$ cat src/design/hdlf_pkg.sv
// ----------------------------------------------------------------------------
// hdlf_pkg
// Types, constants and helper functions for the hex dump line formatter.
// ----------------------------------------------------------------------------
`default_nettype none

package hdlf_pkg;

  localparam int BYTES_PER_LINE = 16;
  localparam int ADDR_W         = 40;
  localparam int DEC_DIGITS     = 11;
  localparam int DEC_W          = 4 * DEC_DIGITS;
  localparam int HEX_DIGITS     = ADDR_W / 4;
  localparam int FULL_DIGITS    = 13;
  localparam int FULL_BCD_W     = 4 * FULL_DIGITS;
  localparam int CONV_BITS      = 4;
  localparam int CONV_STEPS     = ADDR_W / CONV_BITS;
  localparam int CONV_CNT_W     = $clog2(CONV_STEPS);
  localparam int LINE_WORDS     = 11;
  localparam int LINE_BUF_BYTES = 8 * LINE_WORDS;
  localparam int LEN_W          = 7;
  localparam int WIDX_W         = $clog2(LINE_WORDS);

  localparam logic [7:0] CH_LBRACKET = 8'h5B;
  localparam logic [7:0] CH_RBRACKET = 8'h5D;
  localparam logic [7:0] CH_SPACE    = 8'h20;
  localparam logic [7:0] CH_BAR      = 8'h7C;
  localparam logic [7:0] CH_NEWLINE  = 8'h0A;
  localparam logic [7:0] CH_DOT      = 8'h2E;
  localparam logic [7:0] CH_ZERO     = 8'h30;
  localparam logic [7:0] CH_TILDE    = 8'h7E;

  localparam logic REG_START_ADDRESS = 1'b0;
  localparam logic REG_HEX_UPPER     = 1'b1;

  typedef struct packed {
    logic [63:0] bytes_low;
    logic [63:0] bytes_high;
    logic [4:0]  byte_count;
    logic        first_line;
  } in_t;

  typedef struct packed {
    logic [63:0] text_chars;
    logic [3:0]  char_count;
    logic        line_end;
  } out_t;

  typedef struct packed {
    logic busy;
    logic done;
  } conv_status_t;

  function automatic logic [7:0] hex_char(input logic [3:0] nib, input logic upper);
    logic [7:0] c;
    if (nib < 4'd10) begin
      c = CH_ZERO + {4'h0, nib};
    end else begin
      c = (upper ? 8'h37 : 8'h57) + {4'h0, nib};
    end
    return c;
  endfunction

  function automatic logic [7:0] shown_char(input logic [7:0] b);
    return (b >= CH_SPACE && b <= CH_TILDE) ? b : CH_DOT;
  endfunction

  // Adds 16 to an eleven digit BCD value, dropping the carry out.
  function automatic logic [DEC_W-1:0] bcd_add16(input logic [DEC_W-1:0] v);
    logic [DEC_W-1:0] r;
    logic [4:0]       d;
    logic             c;
    r = '0;
    c = 1'b0;
    for (int k = 0; k < DEC_DIGITS; k++) begin
      d = {1'b0, v[4*k +: 4]} + {4'h0, c};
      if (k == 0) d = d + 5'd6;
      if (k == 1) d = d + 5'd1;
      if (d >= 5'd10) begin
        d = d - 5'd10;
        c = 1'b1;
      end else begin
        c = 1'b0;
      end
      r[4*k +: 4] = d[3:0];
    end
    return r;
  endfunction

endpackage

`default_nettype wire

$ cat src/design/hex_dump_line_formatter.sv
// ----------------------------------------------------------------------------
// hex_dump_line_formatter
// Formats 16-byte blocks into hex dump text lines, eight characters a word.
// ----------------------------------------------------------------------------
// Each accepted block becomes one text line of 65 + n characters (n bytes,
// 0..16), sent as 9 to 11 result words of up to eight characters, one word
// per cycle while out_stall is low. A block waits in an input register
// while the previous line drains, so the next block is taken while results
// are still going out. A block with first_line set also waits for the
// decimal form of start_address, which a shift-and-add-3 converter works
// out after the block is taken. Later lines step the address by 16 in
// binary and BCD together, so they need no conversion.
`default_nettype none

module hex_dump_line_formatter (
  input  wire logic                          clk,
  input  wire logic                          rst_n,
  input  wire logic                          in_valid,
  output logic                               in_stall,
  input  wire hdlf_pkg::in_t                 in_data,
  output logic                               out_valid,
  input  wire logic                          out_stall,
  output hdlf_pkg::out_t                     out_data,
  input  wire logic                          cfg_we,
  input  wire logic                          cfg_index,
  input  wire logic [hdlf_pkg::ADDR_W-1:0]   cfg_wdata
);

  logic [hdlf_pkg::ADDR_W-1:0] start_addr_r;
  logic                        hex_upper_r;

  logic                        a_valid_r, a_valid_nxt;
  hdlf_pkg::in_t               a_data_r;
  logic                        a_move;
  logic                        in_accept;

  logic [hdlf_pkg::ADDR_W-1:0] line_addr_r, line_addr_nxt;
  logic [hdlf_pkg::DEC_W-1:0]  dec_addr_r,  dec_addr_nxt;
  logic [hdlf_pkg::ADDR_W-1:0] addr_use;
  logic [hdlf_pkg::DEC_W-1:0]  dec_use;
  logic [hdlf_pkg::ADDR_W:0]   addr_sum;

  hdlf_pkg::conv_status_t      conv_st;
  logic [hdlf_pkg::DEC_W-1:0]  conv_bcd;
  logic                        conv_start;

  logic [hdlf_pkg::LINE_BUF_BYTES-1:0][7:0] fmt_line;
  logic [hdlf_pkg::LEN_W-1:0]               fmt_len;

  logic                                     b_valid_r, b_valid_nxt;
  logic [hdlf_pkg::LINE_WORDS-1:0][63:0]    line_r,    line_nxt;
  logic [hdlf_pkg::LEN_W-1:0]               rem_r,     rem_nxt;
  logic [hdlf_pkg::WIDX_W-1:0]              widx_r,    widx_nxt;
  logic                                     b_last;
  logic                                     b_free;

  logic                                     out_load;
  logic                                     out_valid_r, out_valid_nxt;
  hdlf_pkg::out_t                           out_data_r,  out_data_nxt;

  // configuration
  always_ff @(posedge clk) begin
    if (!rst_n) begin
      start_addr_r <= '0;
      hex_upper_r  <= 1'b0;
    end else if (cfg_we) begin
      unique case (cfg_index)
        hdlf_pkg::REG_START_ADDRESS: start_addr_r <= cfg_wdata;
        hdlf_pkg::REG_HEX_UPPER:     hex_upper_r  <= cfg_wdata[0];
        default: ;
      endcase
    end
  end

  // input stage
  assign b_last    = (rem_r <= 7'd8);
  assign out_load  = b_valid_r && (!out_valid_r || !out_stall);
  assign b_free    = !b_valid_r || (out_load && b_last);
  assign a_move    = a_valid_r && b_free && (!a_data_r.first_line || conv_st.done);
  assign in_stall  = a_valid_r && !a_move;
  assign in_accept = in_valid && !in_stall;
  assign conv_start = a_valid_r && a_data_r.first_line && !conv_st.busy && !conv_st.done;

  always_comb begin
    a_valid_nxt = a_valid_r;
    if (in_accept)   a_valid_nxt = 1'b1;
    else if (a_move) a_valid_nxt = 1'b0;
  end

  hdlf_bcd_conv u_conv (
    .clk    (clk),
    .rst_n  (rst_n),
    .start  (conv_start),
    .clear  (a_move),
    .bin    (start_addr_r),
    .status (conv_st),
    .bcd    (conv_bcd)
  );

  // line address tracking
  assign addr_use = a_data_r.first_line ? start_addr_r : line_addr_r;
  assign dec_use  = a_data_r.first_line ? conv_bcd : dec_addr_r;
  assign addr_sum = {1'b0, addr_use} + (hdlf_pkg::ADDR_W+1)'(hdlf_pkg::BYTES_PER_LINE);

  // on a wrap the new address is below 16, so its decimal form has at most two digits
  always_comb begin
    line_addr_nxt = line_addr_r;
    dec_addr_nxt  = dec_addr_r;
    if (a_move) begin
      line_addr_nxt = addr_sum[hdlf_pkg::ADDR_W-1:0];
      if (addr_sum[hdlf_pkg::ADDR_W]) begin
        dec_addr_nxt = '0;
        if (addr_sum[3:0] >= 4'd10) begin
          dec_addr_nxt[7:0] = {4'd1, addr_sum[3:0] - 4'd10};
        end else begin
          dec_addr_nxt[3:0] = addr_sum[3:0];
        end
      end else begin
        dec_addr_nxt = hdlf_pkg::bcd_add16(dec_use);
      end
    end
  end

  hdlf_line_fmt u_fmt (
    .item      (a_data_r),
    .addr      (addr_use),
    .dec       (dec_use),
    .hex_upper (hex_upper_r),
    .line      (fmt_line),
    .len       (fmt_len)
  );

  // line buffer
  always_comb begin
    b_valid_nxt = b_valid_r;
    line_nxt    = line_r;
    rem_nxt     = rem_r;
    widx_nxt    = widx_r;
    if (a_move) begin
      b_valid_nxt = 1'b1;
      line_nxt    = fmt_line;
      rem_nxt     = fmt_len;
      widx_nxt    = '0;
    end else if (out_load) begin
      if (b_last) begin
        b_valid_nxt = 1'b0;
      end else begin
        rem_nxt  = rem_r - 7'd8;
        widx_nxt = widx_r + 1'b1;
      end
    end
  end

  // result register
  always_comb begin
    out_valid_nxt = out_valid_r;
    out_data_nxt  = out_data_r;
    if (out_load) begin
      out_valid_nxt           = 1'b1;
      out_data_nxt.text_chars = line_r[widx_r];
      out_data_nxt.char_count = b_last ? rem_r[3:0] : 4'd8;
      out_data_nxt.line_end   = b_last;
    end else if (!out_stall) begin
      out_valid_nxt = 1'b0;
    end
  end

  always_ff @(posedge clk) begin
    if (!rst_n) begin
      a_valid_r   <= 1'b0;
      b_valid_r   <= 1'b0;
      out_valid_r <= 1'b0;
      line_addr_r <= '0;
      dec_addr_r  <= '0;
      rem_r       <= '0;
      widx_r      <= '0;
    end else begin
      a_valid_r   <= a_valid_nxt;
      b_valid_r   <= b_valid_nxt;
      out_valid_r <= out_valid_nxt;
      line_addr_r <= line_addr_nxt;
      dec_addr_r  <= dec_addr_nxt;
      rem_r       <= rem_nxt;
      widx_r      <= widx_nxt;
    end
    if (in_accept) a_data_r <= in_data;
    line_r     <= line_nxt;
    out_data_r <= out_data_nxt;
  end

  assign out_valid = out_valid_r;
  assign out_data  = out_data_r;

  // checks
  a_first_needs_conv: assert property (@(posedge clk) disable iff (!rst_n)
    a_move && a_data_r.first_line |-> conv_st.done)
    else $error("first line left input stage before decimal conversion finished");

  a_conv_has_owner: assert property (@(posedge clk) disable iff (!rst_n)
    conv_st.busy |-> a_valid_r && a_data_r.first_line)
    else $error("converter running without a pending first line");

  a_line_start_len: assert property (@(posedge clk) disable iff (!rst_n)
    b_valid_r && widx_r == '0 |-> rem_r >= 7'd65 && rem_r <= 7'd81)
    else $error("line length out of range at start of line");

  a_last_word_frees: assert property (@(posedge clk) disable iff (!rst_n)
    out_load && b_last |=> !b_valid_r || widx_r == '0)
    else $error("line buffer kept emitting past the last word");

endmodule

`default_nettype wire

$ cat src/design/hdlf_bcd_conv.sv
// ----------------------------------------------------------------------------
// hdlf_bcd_conv
// Binary to BCD converter, shift-and-add-3, four bits per cycle.
// ----------------------------------------------------------------------------
`default_nettype none

module hdlf_bcd_conv (
  input  wire logic                            clk,
  input  wire logic                            rst_n,
  input  wire logic                            start,
  input  wire logic                            clear,
  input  wire logic [hdlf_pkg::ADDR_W-1:0]     bin,
  output hdlf_pkg::conv_status_t               status,
  output logic      [hdlf_pkg::DEC_W-1:0]      bcd
);

  logic [hdlf_pkg::ADDR_W-1:0]     bin_r,  bin_nxt;
  logic [hdlf_pkg::FULL_BCD_W-1:0] acc_r,  acc_nxt;
  logic [hdlf_pkg::CONV_CNT_W-1:0] cnt_r,  cnt_nxt;
  logic                            busy_r, busy_nxt;
  logic                            done_r, done_nxt;
  logic [hdlf_pkg::FULL_BCD_W-1:0] step;

  always_comb begin
    step = acc_r;
    for (int s = 0; s < hdlf_pkg::CONV_BITS; s++) begin
      for (int k = 0; k < hdlf_pkg::FULL_DIGITS; k++) begin
        if (step[4*k +: 4] >= 4'd5) step[4*k +: 4] = step[4*k +: 4] + 4'd3;
      end
      step = {step[hdlf_pkg::FULL_BCD_W-2:0], bin_r[hdlf_pkg::ADDR_W-1-s]};
    end
  end

  always_comb begin
    bin_nxt  = bin_r;
    acc_nxt  = acc_r;
    cnt_nxt  = cnt_r;
    busy_nxt = busy_r;
    done_nxt = done_r;
    if (clear) done_nxt = 1'b0;
    if (start) begin
      bin_nxt  = bin;
      acc_nxt  = '0;
      cnt_nxt  = '0;
      busy_nxt = 1'b1;
    end else if (busy_r) begin
      bin_nxt = bin_r << hdlf_pkg::CONV_BITS;
      acc_nxt = step;
      cnt_nxt = cnt_r + 1'b1;
      if (cnt_r == hdlf_pkg::CONV_CNT_W'(hdlf_pkg::CONV_STEPS - 1)) begin
        busy_nxt = 1'b0;
        done_nxt = 1'b1;
      end
    end
  end

  always_ff @(posedge clk) begin
    if (!rst_n) begin
      busy_r <= 1'b0;
      done_r <= 1'b0;
      cnt_r  <= '0;
    end else begin
      busy_r <= busy_nxt;
      done_r <= done_nxt;
      cnt_r  <= cnt_nxt;
    end
    bin_r <= bin_nxt;
    acc_r <= acc_nxt;
  end

  assign status.busy = busy_r;
  assign status.done = done_r;
  assign bcd         = acc_r[hdlf_pkg::DEC_W-1:0];

endmodule

`default_nettype wire

$ cat src/design/hdlf_line_fmt.sv
// ----------------------------------------------------------------------------
// hdlf_line_fmt
// Builds one hex dump text line from a block, its address and decimal address.
// ----------------------------------------------------------------------------
`default_nettype none

module hdlf_line_fmt (
  input  wire hdlf_pkg::in_t                             item,
  input  wire logic [hdlf_pkg::ADDR_W-1:0]               addr,
  input  wire logic [hdlf_pkg::DEC_W-1:0]                dec,
  input  wire logic                                      hex_upper,
  output logic [hdlf_pkg::LINE_BUF_BYTES-1:0][7:0]       line,
  output logic [hdlf_pkg::LEN_W-1:0]                     len
);

  logic [hdlf_pkg::BYTES_PER_LINE-1:0][7:0] data;
  logic [4:0]                               n;

  assign data = {item.bytes_high, item.bytes_low};
  assign n    = (item.byte_count > 5'd16) ? 5'd16 : item.byte_count;
  assign len  = 7'd65 + {2'b00, n};

  always_comb begin
    line    = '0;
    line[0] = hdlf_pkg::CH_LBRACKET;
    for (int i = 0; i < hdlf_pkg::HEX_DIGITS; i++) begin
      line[1+i] = hdlf_pkg::hex_char(addr[4*(hdlf_pkg::HEX_DIGITS-1-i) +: 4], hex_upper);
    end
    line[11] = hdlf_pkg::CH_SPACE;
    for (int i = 0; i < hdlf_pkg::DEC_DIGITS; i++) begin
      line[12+i] = hdlf_pkg::CH_ZERO + {4'h0, dec[4*(hdlf_pkg::DEC_DIGITS-1-i) +: 4]};
    end
    line[23] = hdlf_pkg::CH_RBRACKET;
    for (int p = 24; p < 63; p++) begin
      line[p] = hdlf_pkg::CH_SPACE;
    end
    for (int i = 0; i < hdlf_pkg::BYTES_PER_LINE; i++) begin
      if (5'(i) < n) begin
        line[24+2*i+i/2] = hdlf_pkg::hex_char(data[i][7:4], hex_upper);
        line[25+2*i+i/2] = hdlf_pkg::hex_char(data[i][3:0], hex_upper);
      end
    end
    line[63] = hdlf_pkg::CH_BAR;
    for (int i = 0; i <= hdlf_pkg::BYTES_PER_LINE; i++) begin
      if (5'(i) < n) begin
        line[64+i] = hdlf_pkg::shown_char(data[i % hdlf_pkg::BYTES_PER_LINE]);
      end else if (5'(i) == n) begin
        line[64+i] = hdlf_pkg::CH_NEWLINE;
      end
    end
  end

endmodule

`default_nettype wire

$ cat config.mk
export PLATFORM = sky130hd
export DESIGN_NAME = hex_dump_line_formatter
export DESIGN_NICKNAME = d
export VERILOG_FILES = /design/src/design/hdlf_pkg.sv /design/src/design/hex_dump_line_formatter.sv /design/src/design/hdlf_bcd_conv.sv /design/src/design/hdlf_line_fmt.sv
export SDC_FILE = /design/constraint.sdc
export NUM_CORES = 2
export LEC_CHECK = 0
export BUFFER_PORTS_ARGS = -buffer_cell sky130_fd_sc_hd__buf_4
export CORE_MARGIN = 3
export CORE_UTILIZATION = 36
export CTS_BUF_LIST = sky130_fd_sc_hd__clkbuf_8
export CTS_CLUSTER_SIZE = 20
export DETAILED_ROUTE_END_ITERATION = 8
export PLACE_DENSITY = 0.65
export SETUP_SLACK_MARGIN = 0.2
export SLEW_MARGIN = 15
export SYNTH_ARGS = -nofsm -noshare
export SYNTH_HDL_FRONTEND = slang
export SYNTH_SLANG_ARGS = --single-unit
$ cat constraint.sdc
create_clock -name clk -period 16.7 [get_ports clk]
set_input_delay 1.67 -clock clk [delete_from_list [all_inputs] [get_ports clk]]
set_output_delay 1.67 -clock clk [all_outputs]
set_load 0.005 [all_outputs]
Word-level counts from Yosys, hierarchy flattened. Index checks and enable logic that the tools add are counted.

Order comparisons: 158. Add/sub/neg operators: 176. Eq/ne operators: 19. Reduce and logical (&&, ||, !) cells: 48. Multiplexer cells: 217. Bitwise operators: 3.

Operator list (count): $mux W8 (75); $add A6 B4 Y7 const A (53); $mux W4 (77); $add A7 B4 Y8 (37); $bmux W64 S4 (1); $ge A4 B3 Y1 const B (52); $add A4 B2 Y4 const B (48); $lt A4 B4 Y1 const B (42); $ge A8 B6 Y1 const B (16); $le A8 B7 Y1 const B (16); $mux W40 (3); $mux W44 (2); $mux W64 (1); $ge A5 B4 Y1 const B (11); $add A4 B1 Y5 (10); $sub A4 B4 Y4 const B (12); $mux W1 (45); $add A40 B5 Y41 const B (1); $add A8 B4 Y8 (5); $eq A4 B5 Y1 const A (8); $lt A4 B5 Y1 const A (8); $mux W7 (4); $logic_and A1 B1 Y1 (25); $mux W5 (5); other kinds (29) (64).

Output and inout bits: 71. Register bits after elaboration: 1000. Input bits: 180. Logic and storage cells: 666.

Logic depth before layout (Yosys ltp).
Depth in word-level cells: 64. Mapped depth: 79. Gate-level depth less buffers: 70.

Hierarchy. From an unflattened synthesis, not the netlist that was laid out.

Cells, all modules: 5086. Area, all modules: 59001.6 um2.

Modules (own cells, without submodules): hex_dump_line_formatter (times used 1, cells an instance 2558, seq. area each 30018.8 um2, area each 41668.7 um2); hdlf_line_fmt (times used 1, cells an instance 1616, seq. area each 0.0 um2, area each 9491.6 um2); hdlf_bcd_conv (times used 1, cells an instance 912, seq. area each 2202.1 um2, area each 7841.3 um2).

Worst setup path before layout. No wires, ideal clock.

Kind: input to register. Start: input port out_stall. End: register line_r[104] (netlist name) (enable). Path buffers: 2. Data arrival time: 15.733 ns. Required time: 15.674 ns. Stages on the path: 6. Library setup time: 1.026 ns. Setup slack: -0.059 ns. Cells stage by stage: and2_1 > o41a_1 > or3_1 > clkbuf_1 > inv_2 > clkbuf_1.

Word-level cells in the longest chain between the ends: 7.

RTL lines: from (decl) (RTL line hex_dump_line_formatter.sv:22) `input wire logic out_stall,`; $logic_not A1 Y1; $logic_or A1 B1 Y1 (RTL line hex_dump_line_formatter.sv:77) `assign out_load = b_valid_r && (!out_valid_r || !out_stall);`; $logic_and A1 B1 Y1 (RTL line hex_dump_line_formatter.sv:77); $logic_and A1 B1 Y1 (RTL line hex_dump_line_formatter.sv:78) `assign b_free = !b_valid_r || (out_load && b_last);`; $logic_or A1 B1 Y1 (RTL line hex_dump_line_formatter.sv:78); $logic_and A1 B1 Y1 (2 in a row) (RTL line hex_dump_line_formatter.sv:79) `assign a_move = a_valid_r && b_free && (!a_data_r.first_line || conv_st.done);`; via a_move (RTL line hex_dump_line_formatter.sv:34) `logic a_move;`; to (signal assigned) (RTL line hex_dump_line_formatter.sv:187) `line_r <= line_nxt;`; to (decl) (RTL line hex_dump_line_formatter.sv:51) `logic [hdlf_pkg::LINE_WORDS-1:0][63:0] line_r, line_nxt;`.

The timed path passes the listed nets, and every way through them passes these cells. A chain may end at the register's enable or synchronous reset.

Final worst setup path.
Start: register a_data_r[0] (netlist name). End: register dec_addr_r[42] (netlist name).

Word-level cells in the longest chain between the ends: 60. Elaborated cells on any way between the ends: 66. Classes of those cells: add/sub (14); order compare (11); mux (38); reduce/logical (3).

RTL lines: from (decl) (RTL line hex_dump_line_formatter.sv:33) `hdlf_pkg::in_t a_data_r;`; from (signal assigned) (RTL line hex_dump_line_formatter.sv:186) `if (in_accept) a_data_r <= in_data;`; $mux W44 (RTL line hex_dump_line_formatter.sv:102) `assign dec_use = a_data_r.first_line ? conv_bcd : dec_addr_r;`; $add A4 B3 Y5 (RTL line hdlf_pkg.sv:77) `if (k == 0) d = d + 5'd6;`; $mux W5 (RTL line hex_dump_line_formatter.sv:111) `if (addr_sum[hdlf_pkg::ADDR_W]) begin`; $mux W5 (RTL line hex_dump_line_formatter.sv:109) `if (a_move) begin`; $ge A5 B4 Y1 (RTL line hdlf_pkg.sv:79) `if (d >= 5'd10) begin`; $mux W1 (RTL line hdlf_pkg.sv:79); $mux W1 (RTL line hex_dump_line_formatter.sv:111); $mux W1 (RTL line hex_dump_line_formatter.sv:109); (+44 left out); $ge A5 B4 Y1 (RTL line hdlf_pkg.sv:79); $mux W1 (RTL line hdlf_pkg.sv:79); $mux W1 (RTL line hex_dump_line_formatter.sv:111); $mux W1 (RTL line hex_dump_line_formatter.sv:109); $add A4 B1 Y5 (RTL line hdlf_pkg.sv:76) `d = {1'b0, v[4*k +: 4]} + {4'h0, c};`; $sub A4 B4 Y4 / $ge A5 B4 Y1 (equally long branches) (RTL line hdlf_pkg.sv:80, hdlf_pkg.sv:79); $mux W4 (RTL line hdlf_pkg.sv:79); $mux W44 (RTL line hex_dump_line_formatter.sv:111); to (signal assigned) (RTL line hex_dump_line_formatter.sv:182) `dec_addr_r <= dec_addr_nxt;`; to (decl) (RTL line hex_dump_line_formatter.sv:38) `logic [hdlf_pkg::DEC_W-1:0] dec_addr_r, dec_addr_nxt;`.

Several ways; a longest one is shown, not always the timed one. The select of a mux whose other input is x is not followed.

==> impl_metrics.yaml <==
worst_setup_path:
  cpLargestDelayFamily: "adder cells"
  cp.depth: 70
  crit_path_frequent_cell: "ha_1"
  cpPeakStageDelay_ns: 0.42
  criticalPathCategory: "reg2reg"
  cpMaxStageDelayCell: "buf_4"
  critPathMaxFanout: 30
  crit_path_end_kind: "flip-flop"
  cp_data_required_time_ns: 17.45
  r2r_cells: 70
  critPathArrivalTime_ns: 15.58
  critPathLaunchType: "flip-flop"
  worst-path-buf-inv: 4
power_and_ir_drop:
  p_total_mw: 7.35
  worst_ir_drop_vdd_mv: 0.0787
  power_density_nw_per_um2: 135
  p_leak_nw: 20.3
place:
  place.gp.congestion: 0.968
  place.detailed.hpwl_mm: 105
  port_buffers: 250
synthesis:
  synth_top_area_cell: "edfxtp_1"
  synth_top_family_by_area: "compound AO/OA/AOI/OAI gates"
  synth_xor_area_frac: 0.0272
  ys_warn_count: 0
  yosysUniqueCellTypes: 97
  synthAdderAreaFrac: 0.0522
  synth_compound_area_frac: 0.144
  synth.area.top_cells: "edfxtp_1 45%, dfxtp_1 7.9%, ha_1 5.2%, mux2i_1 4.2%, nand2_1 4.0%"
  avgSynthCellArea_um2: 10.9
  syn-cell-area_um2: 47900
  ys_seq_area_frac: 0.528
  postSynthCellCount: 4416
  ys_ff_latch: 906
  yosysTopAreaCellShare: 0.449
  synth_flop_cell: "edfxtp_1"
  synthMuxAreaShare: 0.0834
  yosys.area_share.simple: 0.123
  async_reset_ff_frac: 0
  synth_edf_count: 717
final_layout:
  final_nets: 5018
  area_growth_pct: 13.9
  layout-drive-gt1-share: 0.150
  layout_commonest_cell: "edfxtp_1"
  final_cell_mix: "717 x edfxtp_1, 515 x nand2_1, 304 x buf_4, 291 x inv_1, 291 x a21oi_1"
floorplanning:
  die_y_um: 371
  ioPinCount: 251
  dieArea_um2: 138000
  die_x_um: 371
  coreArea_um2: 132000
  rows: 133
  start_util: 0.364
sta:
  slew_viol_final: 0
  fmax_ghz: 0.0674
  tightest_slew_ns: 1.34
  setup_tns_ns: 0
  rsz0062_at_grt: "false"
  setup_violations: 0
  final.min_clock_period_ns: 14.84
  clock_skew_ns: 0.0475
  finalHoldViolCount: 0
  fin_crit_sh: 0.888
  slew_headroom: 0.107
clock_network:
  clkLatencyLatePin_ns: 0.87
  ctsResizeCount: 0
  cts-buffers-inserted: 155
  cts_tree: "done"
  path_clk_slew_ns: 0.06
  htree_num_levels: 4
  clock-root-buffer: "clkbuf_8"
  cts_hold_buf: 0
  cts_setup_buffers: 0
  clock_path_buffers: 3
  cts.sinks: 906
detailed_routing:
  vias_per_cell: 5.49
  vias: 35788
  drtIter0Drc: 3582
  drc: 0
  drt-total-wl_mm: 144
  wl_per_cell_um: 22.1
  postRouteAntennaNets: 0
  dr.pass1.iters: 7
global_routing:
  grt_pass1_wl_mm: 211
  grt_max_degree: 163
  grt_use_total: 0.203
  antenna_found_initial: 4
  first_global_vias: 33851
  overflow: 0
hold_path:
  hold_class: "reg2reg"
  min_path_cells: 2
flow_run:
  maxCapViolCount: 0
status:
  status: "completed"
## state kept, by name (all words and copies together) (netlist names)
register,count
line_addr_r,40
rem_r,7
widx_r,4
u_conv.bin_r,40
out_data,69
u_conv.done_r,1
dec_addr_r,44
a_valid_r,1
u_conv.busy_r,1
b_valid_r,1
start_addr_r,40
u_conv.cnt_r,4
line_r,474
u_conv.acc_r,44
a_data_r,134
hex_upper_r,1
out_valid,1
## worst min-delay path, stage by stage, from the launching register on
cell and delay [ns]:
dfxtp_1 0.30, nand2_1 0.05, o21ai_1 0.05
## final timing paths
| path | slack, ns | endpoint | startpoint |
|---|---|---|---|
| setup / recovery | 1.86 | dec_addr_r[42]$_SDFFE_PN0P_ | a_data_r[0]$_DFFE_PP_ |
| hold / removal | 0.44 | dec_addr_r[29]$_SDFFE_PN0P_ | dec_addr_r[29]$_SDFFE_PN0P_ |
| setup reg to reg | 1.86 | dec_addr_r[42]$_SDFFE_PN0P_ | a_data_r[0]$_DFFE_PP_ |
| hold reg to reg | 0.44 | dec_addr_r[29]$_SDFFE_PN0P_ | dec_addr_r[29]$_SDFFE_PN0P_ |
## cell type report
type | instances | area, µm²
fill | 12457 | 77200
clock inverter | 111 | 703
tap | 1755 | 2200
sequential | 906 | 25300
clock buffer | 173 | 2380
timing repair buffer | 305 | 2300
inverter | 256 | 968
antenna | 3 | 7.51
multi-input combinational | 3014 | 20700
## logic make-up after synthesis
kind of cell,after synthesis
other cells,1
fa+ha+maj,200
mux,350
flops,906
compound gates,1043
xor+xnor,149
simple gates,1250
buf+inv,517
## layer usage
metal	vias to the layer above	routed length, µm	GRT usage
li1	16711	-	-
met1	17265	57900	0.261
met2	1512	67400	0.329
met3	300	10600	0.0342
met4	0	8270	0.108
met5	-	0	0
## through the flow
step / util / setup WS, ns / instance area, µm² / hold slack, ns / std cells
floorplan: - / 2.50 / 48000 / 0.418 / 4437
global placement: 0.391 / 2.64 / 51500 / 0.431 / 6236
detailed placement: 0.391 / 1.98 / 51500 / 0.436 / 6236
CTS: 0.414 / 1.89 / 54600 / 0.446 / 6520
global route: 0.414 / 0.472 / 54600 / 0.460 / 6521
finish: 0.414 / 1.86 / 54600 / 0.441 / 6523
## where the power goes
group          internal (mW)  total (mW)  switching [mW]
combinational           1.04        2.57            1.53
sequential              2.61        2.77           0.162
clock                   1.05        2.01           0.957
## cell usage after synthesis, types with 44 or more instances
| cell type | instances |
|---|---|
| edfxtp_1 | 717 |
| nand2_1 | 516 |
| a21oi_1 | 292 |
| nor2_1 | 271 |
| inv_1 | 246 |
| clkbuf_1 | 219 |
| ha_1 | 200 |
| mux2i_1 | 199 |
| dfxtp_1 | 189 |
| o21ai_0 | 148 |
| xnor2_1 | 131 |
| mux2_2 | 120 |
| and2_1 | 66 |
| nor3_1 | 65 |
| a21boi_0 | 58 |
| a211oi_1 | 55 |
| o22ai_1 | 55 |
| nand3_1 | 52 |
| nor2b_1 | 49 |
| o21ai_1 | 44 |
Power figures use the tool's default switching activity.
